### config.mk
export PLATFORM = sky130hd
export DESIGN_NAME = altimeter_settle_and_zero
export DESIGN_NICKNAME = d
export VERILOG_FILES = /design/src/rtl/asz_pkg.sv /design/src/rtl/altimeter_settle_and_zero.sv
export SDC_FILE = /design/constraint.sdc
export NUM_CORES = 1
export LEC_CHECK = 0
export BUFFER_PORTS_ARGS = -buffer_cell sky130_fd_sc_hd__buf_2
export CORE_ASPECT_RATIO = 1.1
export CORE_MARGIN = 3
export CORE_UTILIZATION = 55
export CTS_BUF_LIST = sky130_fd_sc_hd__clkbuf_8
export DETAILED_ROUTE_END_ITERATION = 8
export PLACE_DENSITY = 0.82
export SYNTH_ARGS = -nofsm -noshare
export SYNTH_HDL_FRONTEND = slang
export SYNTH_SLANG_ARGS = --single-unit
### constraint.sdc
create_clock -name clk -period 33.8 [get_ports clk]
set_input_delay 1.69 -clock clk [delete_from_list [all_inputs] [get_ports clk]]
set_output_delay 1.69 -clock clk [all_outputs]
set_load 0.01 [all_outputs]
### src/rtl/asz_pkg.sv
// Shared widths, register indexes and reset values for the altimeter settle-and-zero block.
package asz_pkg;

  localparam int SAMPLE_W = 20;  // Q16.4 altitude sample
  localparam int SUM_W    = 28;  // baseline accumulator
  localparam int ALT_W    = 22;  // signed result altitude
  localparam int PHASE_W  = 2;
  localparam int COUNT_W  = 4;

  localparam int TOL_W    = 10;
  localparam int REQ_W    = 4;
  localparam int OFFSET_W = 9;

  localparam int CFG_IDX_W  = 2;
  localparam int CFG_DATA_W = 10;

  localparam logic [CFG_IDX_W-1:0] CFG_RANGE_TOL = 2'd0;
  localparam logic [CFG_IDX_W-1:0] CFG_REQ_WIN   = 2'd1;
  localparam logic [CFG_IDX_W-1:0] CFG_OFFSET    = 2'd2;

  localparam logic [TOL_W-1:0]           RST_RANGE_TOL = 10'd32;
  localparam logic [REQ_W-1:0]           RST_REQ_WIN   = 4'd3;
  localparam logic signed [OFFSET_W-1:0] RST_OFFSET    = -9'sd16;

  localparam logic [COUNT_W-1:0] COUNT_MAX = 4'hF;

endpackage

### src/rtl/altimeter_settle_and_zero.sv
// Altimeter settle-and-zero: settling detector, baseline averager and zero-offset output stage.
//
// Each accepted beat carries one altimeter reading as three register bytes, packed into a
// Q16.4 sample in 1/16 m. The block takes one beat per clock cycle while the result side
// keeps up; an accepted beat lands in the input register, and its result is then loaded into
// the result register that drives the output, unless the result side stalls. The
// sustained rate is set by the single pass through the update logic between these two
// registers: window min/max tracking, the range check, the baseline accumulator and, on the
// last baseline sample, a divide by WINDOW done as one multiply by a constant reciprocal.
// While acclimating, samples are cut into windows of
// WINDOW samples; a window is good when its range is nonzero and below range_tolerance, a bad
// window clears the good-window count. Once required_windows good windows are seen, the next
// WINDOW samples are averaged (truncated) into the surface level, and every later result is
// |sample - surface| + output_offset. Until then the raw sample is passed through. Config
// writes are always accepted and must only happen while no beats are in flight.
module altimeter_settle_and_zero
  import asz_pkg::*;
#(
  parameter int WINDOW = 30
) (
  input  logic                        clk,
  input  logic                        rst_n,
  // input channel
  input  logic                        in_valid,
  output logic                        in_stall,
  input  logic [7:0]                  in_sample_msb,
  input  logic [7:0]                  in_sample_csb,
  input  logic [7:0]                  in_sample_lsb,
  // result channel
  output logic                        out_valid,
  input  logic                        out_stall,
  output logic signed [ALT_W-1:0]     out_altitude,
  output logic [PHASE_W-1:0]          out_phase,
  output logic [COUNT_W-1:0]          out_good_windows,
  // configuration port
  input  logic                        cfg_valid,
  output logic                        cfg_ready,
  input  logic [CFG_IDX_W-1:0]        cfg_index,
  input  logic [CFG_DATA_W-1:0]       cfg_data
);

  typedef enum logic [PHASE_W-1:0] {
    PH_ACCLIM   = 2'd0,
    PH_BASELINE = 2'd1,
    PH_CAL      = 2'd2
  } phase_t;

  localparam int IDX_W = $clog2(WINDOW);
  localparam logic [IDX_W-1:0] IDX_LAST = IDX_W'(WINDOW - 1);

  // floor(x / WINDOW) = (x * DIV_M) >> DIV_S for every x below 2**SUM_W
  localparam int DIV_S    = SUM_W + $clog2(WINDOW);
  localparam int RECIP_W  = SUM_W + 2;
  localparam int PROD_W   = SUM_W + RECIP_W;
  localparam logic [63:0] DIV_M64 =
    ((64'd1 << DIV_S) + 64'(WINDOW) - 64'd1) / 64'(WINDOW);
  localparam logic [RECIP_W-1:0] DIV_M = DIV_M64[RECIP_W-1:0];

  // configuration
  logic [TOL_W-1:0]           range_tol_r;
  logic [REQ_W-1:0]           req_win_r;
  logic signed [OFFSET_W-1:0] offset_r;

  // input register
  logic                s1_valid_r;
  logic [SAMPLE_W-1:0] s1_sample_r;

  // block state
  phase_t              phase_r, phase_nxt;
  logic [IDX_W-1:0]    idx_r, idx_nxt;
  logic [SAMPLE_W-1:0] win_min_r, win_min_nxt;
  logic [SAMPLE_W-1:0] win_max_r, win_max_nxt;
  logic [COUNT_W-1:0]  good_cnt_r, good_cnt_nxt;
  logic [SUM_W-1:0]    base_sum_r, base_sum_nxt;
  logic [SAMPLE_W-1:0] surface_r, surface_nxt;

  // result register
  logic                       out_valid_r;
  logic signed [ALT_W-1:0]    out_alt_r, out_alt_nxt;
  logic [PHASE_W-1:0]         out_phase_r;
  logic [COUNT_W-1:0]         out_good_r;

  logic in_take;
  logic advance;

  logic                    last;
  logic [SAMPLE_W-1:0]     cur_min;
  logic [SAMPLE_W-1:0]     cur_max;
  logic [SAMPLE_W-1:0]     win_range;
  logic                    win_good;
  logic [PROD_W-1:0]       div_prod;
  logic [PROD_W-1:0]       div_quot;
  logic signed [SAMPLE_W:0] diff;
  logic [SAMPLE_W-1:0]     mag;

  // move a beat into the result register when it is empty or being drained
  assign advance  = s1_valid_r && (!out_valid_r || !out_stall);
  assign in_stall = s1_valid_r && !advance;
  assign in_take  = in_valid && !in_stall;

  assign cfg_ready = 1'b1;

  assign last      = (idx_r == IDX_LAST);
  assign cur_min   = (s1_sample_r < win_min_r) ? s1_sample_r : win_min_r;
  assign cur_max   = (s1_sample_r > win_max_r) ? s1_sample_r : win_max_r;
  assign win_range = cur_max - cur_min;
  assign win_good  = (win_range != '0) && (win_range < SAMPLE_W'(range_tol_r));

  assign div_prod = PROD_W'(base_sum_nxt) * PROD_W'(DIV_M);
  assign div_quot = div_prod >> DIV_S;

  assign diff = $signed({1'b0, s1_sample_r}) - $signed({1'b0, surface_r});
  assign mag  = diff[SAMPLE_W] ? SAMPLE_W'(-diff) : diff[SAMPLE_W-1:0];

  always_comb begin
    phase_nxt    = phase_r;
    idx_nxt      = idx_r;
    win_min_nxt  = win_min_r;
    win_max_nxt  = win_max_r;
    good_cnt_nxt = good_cnt_r;
    base_sum_nxt = base_sum_r;
    surface_nxt  = surface_r;
    out_alt_nxt  = $signed({2'b00, s1_sample_r});

    case (phase_r)
      PH_ACCLIM: begin
        win_min_nxt = cur_min;
        win_max_nxt = cur_max;
        if (last) begin
          if (win_good) begin
            good_cnt_nxt = (good_cnt_r == COUNT_MAX) ? good_cnt_r : good_cnt_r + 1'b1;
          end else begin
            good_cnt_nxt = '0;
          end
          win_min_nxt = '1;
          win_max_nxt = '0;
          idx_nxt     = '0;
          if (good_cnt_nxt >= COUNT_W'(req_win_r)) begin
            phase_nxt    = PH_BASELINE;
            base_sum_nxt = '0;
          end
        end else begin
          idx_nxt = idx_r + 1'b1;
        end
      end
      PH_BASELINE: begin
        base_sum_nxt = base_sum_r + SUM_W'(s1_sample_r);
        if (last) begin
          surface_nxt = div_quot[SAMPLE_W-1:0];
          phase_nxt   = PH_CAL;
          idx_nxt     = '0;
        end else begin
          idx_nxt = idx_r + 1'b1;
        end
      end
      default: begin
        out_alt_nxt = $signed({2'b00, mag})
                    + $signed({{(ALT_W-OFFSET_W){offset_r[OFFSET_W-1]}}, offset_r});
      end
    endcase
  end

  always_ff @(posedge clk) begin
    if (!rst_n) begin
      range_tol_r <= RST_RANGE_TOL;
      req_win_r   <= RST_REQ_WIN;
      offset_r    <= RST_OFFSET;
      s1_valid_r  <= 1'b0;
      out_valid_r <= 1'b0;
      phase_r     <= PH_ACCLIM;
      idx_r       <= '0;
      win_min_r   <= '1;
      win_max_r   <= '0;
      good_cnt_r  <= '0;
      base_sum_r  <= '0;
      surface_r   <= '0;
    end else begin
      if (cfg_valid && cfg_ready) begin
        case (cfg_index)
          CFG_RANGE_TOL: range_tol_r <= cfg_data[TOL_W-1:0];
          CFG_REQ_WIN:   req_win_r   <= cfg_data[REQ_W-1:0];
          CFG_OFFSET:    offset_r    <= $signed(cfg_data[OFFSET_W-1:0]);
          default:       ;
        endcase
      end

      if (in_take) begin
        s1_valid_r <= 1'b1;
      end else if (advance) begin
        s1_valid_r <= 1'b0;
      end

      if (advance) begin
        out_valid_r <= 1'b1;
        phase_r     <= phase_nxt;
        idx_r       <= idx_nxt;
        win_min_r   <= win_min_nxt;
        win_max_r   <= win_max_nxt;
        good_cnt_r  <= good_cnt_nxt;
        base_sum_r  <= base_sum_nxt;
        surface_r   <= surface_nxt;
      end else if (!out_stall) begin
        out_valid_r <= 1'b0;
      end
    end
  end

  // payload registers: hold while stalled
  always_ff @(posedge clk) begin
    if (in_take) begin
      s1_sample_r <= {in_sample_msb, in_sample_csb, in_sample_lsb[7:4]};
    end
    if (advance) begin
      out_alt_r   <= out_alt_nxt;
      out_phase_r <= phase_nxt;
      out_good_r  <= good_cnt_nxt;
    end
  end

  assign out_valid        = out_valid_r;
  assign out_altitude     = out_alt_r;
  assign out_phase        = out_phase_r;
  assign out_good_windows = out_good_r;

endmodule
==> impl_results.md, run 1 <==
- TNS Setup: 0 ps
- Clock slew at reported path FFs: about 100 ps
- Switch Pwr: 0.251 mW
- Post-synthesis sequential area ratio: between 20% and 30%
- Critical path class: register to register
- Hpwl dp: between 40000 and 50000 um
- Sink Count: approximately 170
- Hold buffers post-CTS: 0
- Rel. slew slack: between 15 and 20%
- Power after layout: 0.638 mW
- Core Footprint: between 0.03 and 0.04 mm2
- EDFF count, synth: 48
- Period utilization: 48.3%
- CP Data Required Time: ~34000 ps
- Remaining antenna violation count: 0
- RD Place Congestion: slightly above 0.9
- GRT overflow: 0
- Leakage: around 10 nW
- Antenna violations before repair: 0
- Worst-Skew Late Latency: about 490 ps
- Setup Skew: 16.1 ps
- Vias per cell: 6.01
- Type of origin of the critical path: register
- Drt total wl: a little over 50000 um
- ANT cells: 0
- Setup WS post-layout: ~17000 ps
- Fin nets: between 2000 and 3000
- Ys flop type: dfxtp_1
- Initial DRC count: approximately 1200
- Register bit total from synthesis: about 170
- Crit path DAT: 16670 ps
- Hold Fails Final Rpt: 0
- Setup Viol. Count Final: 0
- Area grow syn2layout: 6.26%
- Status: completed
- Post-synthesis net count: around 2700
- Slowest cell on crit path: a2111oi_1
- Fill cells: just under 3000
- CP Max Fanout: 37
- I/O pin count: 72
- Switching Share: 39.3%
- Synth unique cells: just over 80
- Post-CTS Setup Repair Bufs: 0
- RSZ-0062 raised after global routing: false
- CTS buffer count: 17
- Total number of vias: approximately 17000
- Flop pwr share: around 36%
- Initial Utilization: a little under three fifths
- Clk buf depth: 2
- Hold Slack: approximately 460 ps
- Async S/R FF share, synth: 0%
- DRT Pass-1 Iters: 5
- Cells resized by post-CTS repair: 0
- GRT Overall Usage: roughly 27%
- Maximum vdd drop: 27.6 uV
- Worst path buffer plus inverter count: 3
- Worst setup EP type: register
- Internal power: about 0.39 mW
- Pwr dens: ~30 mW/mm2
- Final min period: between 15000 and 20000 ps
- DR DRC count: 0
- Synth Instances: roughly 2300
- First-pass GRT wire length: about 80000 um
- Yosys top cell by area: ha_1
- TritonCTS clock tree: done
- Clk root buf: clkbuf_8
- Most frequent cells after synthesis: ha_1, inv_1, nand2_1
- Port Buf Inserts: 66
- Total number of H-tree levels: 4
- Share of cells above drive strength 1: roughly 7.7%
- Yosys warnings: 0
- Critical Path Max Stage Delay: roughly 800 ps
- Top delay family on crit path: compound AO/OA/AOI/OAI gates
- Wire per inst: about 18 um
- Pre-CTS WS: roughly 18000 ps
- Die height: between 200 and 250 um
- Placed cell areas: ~0.02 mm2
- Post-synthesis cell area: a little under 0.02 mm2
- Post-Syn Area per Cell: 8.63 um2
- Largest net degree at the start of global routing: 58
- MaxCap Viol Count: 0
- Max Fclk: roughly 0.06 GHz
- Tightest Pin Transition: between 1000 and 1500 ps
- Top cells by area, synth: ha_1, dfxtp_1, fa_1
- Final instance area: approximately 0.021 mm2
- Die area: 0.0376 mm2
- Vias in the first global route: 16037
- Row cnt: a little over 70
- Hold crit path type: register to register
- Chip Width: approximately 190 um
- Top cell type's share of synthesized area: approximately a fifth
- Clock power frac: approximately 23%
- Dominant cell by count in the synthesized netlist: ha_1
- Fin. max-slew vios: 0
- Combinational share of power: about two fifths
[cells by family (layout without fill, tap and decap cells)]
group | after synthesis | in the layout | synth area share [%]
other cells | 1 | 1 | 0.0193
fa+ha+maj | 451 | 451 | 33.6
mux | 51 | 51 | 2.77
simple gates | 549 | 549 | 13.3
xor+xnor | 104 | 104 | 4.69
flops | 172 | 172 | 20.2
compound gates | 531 | 531 | 17.7
buf+inv | 392 | 453 | 7.61
[metal layers]
metal,GRT usage (%),vias up,routed length (um)
li1,-,7905,-
met1,34.8,7927,21200
met2,46.5,573,24500
met3,3.01,109,3010
met4,9.97,0,1880
met5,0,-,0
[final timing paths]
check / cells after the start / startpoint / endpoint / slack (ps)
min reg2reg: 2 / surface_r[3] / surface_r[3] / 460
min: 2 / surface_r[3] / surface_r[3] / 460
max reg2reg: 49 / s1_sample_r[13] / surface_r[16] / 17490
max: 49 / s1_sample_r[13] / surface_r[16] / 17490
[area by class of cell]
type | instances | area [um2] | share of cell area, %
Multi-Input combinational cell | 1687 | 14000 | 68.0
Sequential cell | 172 | 3920 | 19.0
Inverter | 332 | 1250 | 6.04
Tap cell | 438 | 548 | 2.65
Timing Repair Buffer | 89 | 503 | 2.44
Clock buffer | 17 | 234 | 1.13
Clock inverter | 15 | 153 | 0.739
[power groups by stage]
stage | combinational (mW) | clock (mW) | sequential [mW]
global route | 0.295 | 0.158 | 0.230
global placement | 0.248 | 0 | 0.234
CTS | 0.259 | 0.150 | 0.229
finish | 0.261 | 0.147 | 0.230
detailed placement | 0.255 | 0 | 0.234
floorplan | 0.195 | 0 | 0.230
[placed cells by master (no fill, tap or decap), types with 14 or more instances in the layout]
cell / instances
edfxtp_1: 48
xor2_1: 31
mux2_2: 22
dfxtp_1: 124
ha_1: 332
nor2_1: 148
inv_1: 330
fa_1: 119
xnor2_1: 73
a31oi_1: 20
a21oi_1: 153
a21o_1: 73
a22oi_1: 23
buf_2: 66
nor2b_1: 17
nor3_1: 32
o21a_1: 20
nand4_1: 14
nand3_1: 40
and3_1: 23
o21ai_0: 108
mux2i_1: 29
nand2_1: 190
buf_4: 23
clkbuf_8: 17
nand2b_1: 17
[worst register-to-register path, delay by kind of cell (launching register included)]
family	cells	cell delay [ps]
flip-flops	1	750
AND/OR/NAND/NOR	12	3540
XOR/XNOR	2	370
AO/OA/AOI/OAI	22	6910
buffers and inverters	3	350
adder cells (fa/ha/maj)	10	4250
[registers in the layout, indices dropped and copies added (netlist names), 2 cells and up]
signal	count
win_max_r	20
win_min_r	20
base_sum_r	28
s1_sample_r	20
offset_r	9
range_tol_r	10
surface_r	20
out_phase	2
out_good_windows	4
phase_r	2
out_altitude	22
idx_r	5
req_win_r	4
good_cnt_r	4
[stage by stage]
step	std cells	utilization, %
after CTS	2750	59.7
final	2750	59.7
after global placement	2718	58.6
after global routing	2750	59.7
after detailed placement	2718	58.6
after floorplan	2251	-
Note: power is estimated with default switching activity, not from simulation.
==> inputs of run 2 (changes only) <==
==> constraint.sdc (replaced) <==
create_clock -name clk -period 15.7 [get_ports clk]
set_input_delay 0.785 -clock clk [delete_from_list [all_inputs] [get_ports clk]]
set_output_delay 0.785 -clock clk [all_outputs]
set_load 0.01 [all_outputs]
==> impl_results.md, run 2 (synthesized netlist as in run 1, its figures left out) <==
- Critical path class: register to register
- Largest net degree at the start of global routing: 63
- Flop pwr share: around a third
- Hold buffers post-CTS: 0
- Share of cells above drive strength 1: under 10%
- Rel. slew slack: roughly 18%
- Largest Register: base_sum_r
- MaxCap Viol Count: 0
- CTS buffer count: 17
- Total number of vias: roughly 17000
- Hold path startpoint: surface_r[14]
- Most frequent CP cell: ha_1
- Cells resized by post-CTS repair: 0
- Combinational share of power: 40.4%
- RD Place Congestion: 0.949
- Worst path buffer plus inverter count: 5
- Crit path DAT: 15170 ps
- Setup Viol. Count Final: 0
- Worst R2R Start: s1_sample_r[13]
- Pwr dens: approximately 70 mW/mm2
- Port Buf Inserts: 66
- Antenna violations before repair: 0
- R2R depth: 52
- Chip Width: about 190 um
- Die area: 0.0376 mm2
- GRT Overall Usage: between 20% and 30%
- TNS Setup: 0 ps
- Worst-Skew Late Latency: just under 500 ps
- RSZ-0062 raised after global routing: false
- Critical Path Max Stage Delay: about 650 ps
- WL met2: between 20000 and 25000 um
- Final min period: roughly 15000 ps
- DRT Pass-1 Iters: 5
- Internal power: 0.885 mW
- Post-CTS Setup Repair Bufs: 0
- Top delay family on crit path: compound AO/OA/AOI/OAI gates
- Worst setup EP type: register
- ANT cells: 0
- Area grow syn2layout: 7.72%
- Die height: a little over 200 um
- Slowest cell on crit path: edfxtp_1
- First-pass GRT wire length: between 80000 and 90000 um
- Hold crit path type: register to register
- Commonest non-fill, non-tap cells in the layout: ha_1, inv_1, nand2_1
- WHS Path Cells: 2
- Clock power frac: about 25%
- Total number of H-tree levels: 4
- Setup Skew: ~14 ps
- Status: completed
- Initial DRC count: 1219
- Vias per cell: 5.99
- Vias in the first global route: around 17000
- R2R Path End: surface_r[18]
- Highest metal layer with signal wires: met4
- Clk root buf: clkbuf_8
- Initial Utilization: ~56%
- Hold Path End: surface_r[14]
- Remaining antenna violation count: 0
- DR DRC count: 0
- Most common cell after layout, fill and taps aside: ha_1
- Period utilization: between 90 and 100%
- Switch Pwr: between 0.5 and 0.6 mW
- Clk buf depth: 2
- Hpwl dp: around 42000 um
- CP Data Required Time: about 16000 ps
- Post-Layout Cell Count: between 2000 and 3000
- I/O pin count: 72
- Max Fclk: 0.0677 GHz
- DP Cell Count: roughly 2700
- Met1 wire length: between 20000 and 25000 um
- Tightest Pin Transition: 1230 ps
- TritonCTS clock tree: done
- Met3 WL: between 3000 and 4000 um
- Sink Count: 172
- Fin. max-slew vios: 0
- Type of origin of the critical path: register
- Max reg flops: 28
- R2R setup slack: roughly 930 ps
- Maximum vdd drop: approximately 60 uV
- Row cnt: slightly above 70
- Drt total wl: approximately 52000 um
- Fin nets: ~2800
- Hold Fails Final Rpt: 0
- Wire per inst: ~19 um
- Leakage: a little over 10 nW
- Clock slew at reported path FFs: 90 ps
- Switching Share: a little under two fifths
- CP Max Fanout: 22
- GRT overflow: 0
- Core Footprint: ~0.035 mm2
-- run 2: changes by cell type in the layout (fill, tap and decap cells not counted), sizes merged --
| cell | previous run | this run |
|---|---|---|
| buf | 89 | 119 |
| bufinv | 1 | 4 |
| inv | 340 | 337 |
| clkinv | 2 | 4 |
| clkinvlp | 4 | 2 |
-- run 2: layer usage --
metal,global-route usage (%),up-vias
met3,3.76,141
met4,13.9,0
met2,48.4,663
li1,-,7982
met1,33.4,7864
met5,0,-
-- run 2: cell type report --
class / instances / area, um2
clock inverters: 15 / 210
clock buffers: 17 / 234
repair buffers: 119 / 728
inverters: 332 / 1250
multi-input cells: 1687 / 14000
well taps: 438 / 548
flip-flops and latches: 172 / 3920
fillers: 2925 / 13600
-- run 2: worst register-to-register path: cells and delay by family (launching register included) --
family | cells | cell delay [ps]
AO/OA/AOI/OAI | 22 | 5400
XOR/XNOR | 2 | 330
adder cells (fa/ha/maj) | 11 | 4750
buffers and inverters | 5 | 710
flip-flops | 1 | 650
AND/OR/NAND/NOR | 12 | 2870
-- run 2: metrics by stage --
stage | utilization [%] | area [um2] | setup slack (ps) | hold WS [ps] | power (mW)
5_1_grt | 60.6 | 20900 | 5.05 | 451 | 1.52
4_1_cts | 60.6 | 20900 | 919 | 440 | 1.42
3_3_place_gp | 59.3 | 20500 | 1180 | 442 | 1.04
6_report | 60.6 | 20900 | 928 | 457 | 1.42
2_1_floorplan | - | 19400 | 2930 | 432 | 0.916
3_5_place_dp | 59.3 | 20500 | 983 | 446 | 1.06
-- run 2: how the worst max path moves through the flow --
stage	startpoint	to	slack, ps	cells after the start
4_1_cts	s1_sample_r[13]	surface_r[17]	920	52
3_3_place_gp	s1_sample_r[13]	surface_r[18]	1180	53
5_1_grt	s1_sample_r[13]	surface_r[18]	5	53
2_1_floorplan	s1_sample_r[17]	surface_r[18]	2930	57
6_report	s1_sample_r[13]	surface_r[18]	930	52
3_5_place_dp	s1_sample_r[13]	surface_r[18]	980	52
-- run 2: power groups by stage --
stage                     logic (mW)  registers [mW]  clock network (mW)
after global placement         0.543           0.500                   0
after floorplan                0.420           0.496                   0
after detailed placement       0.563           0.500                   0
after CTS                      0.570           0.491               0.360
final                          0.576           0.491               0.357
after global routing           0.648           0.493               0.376
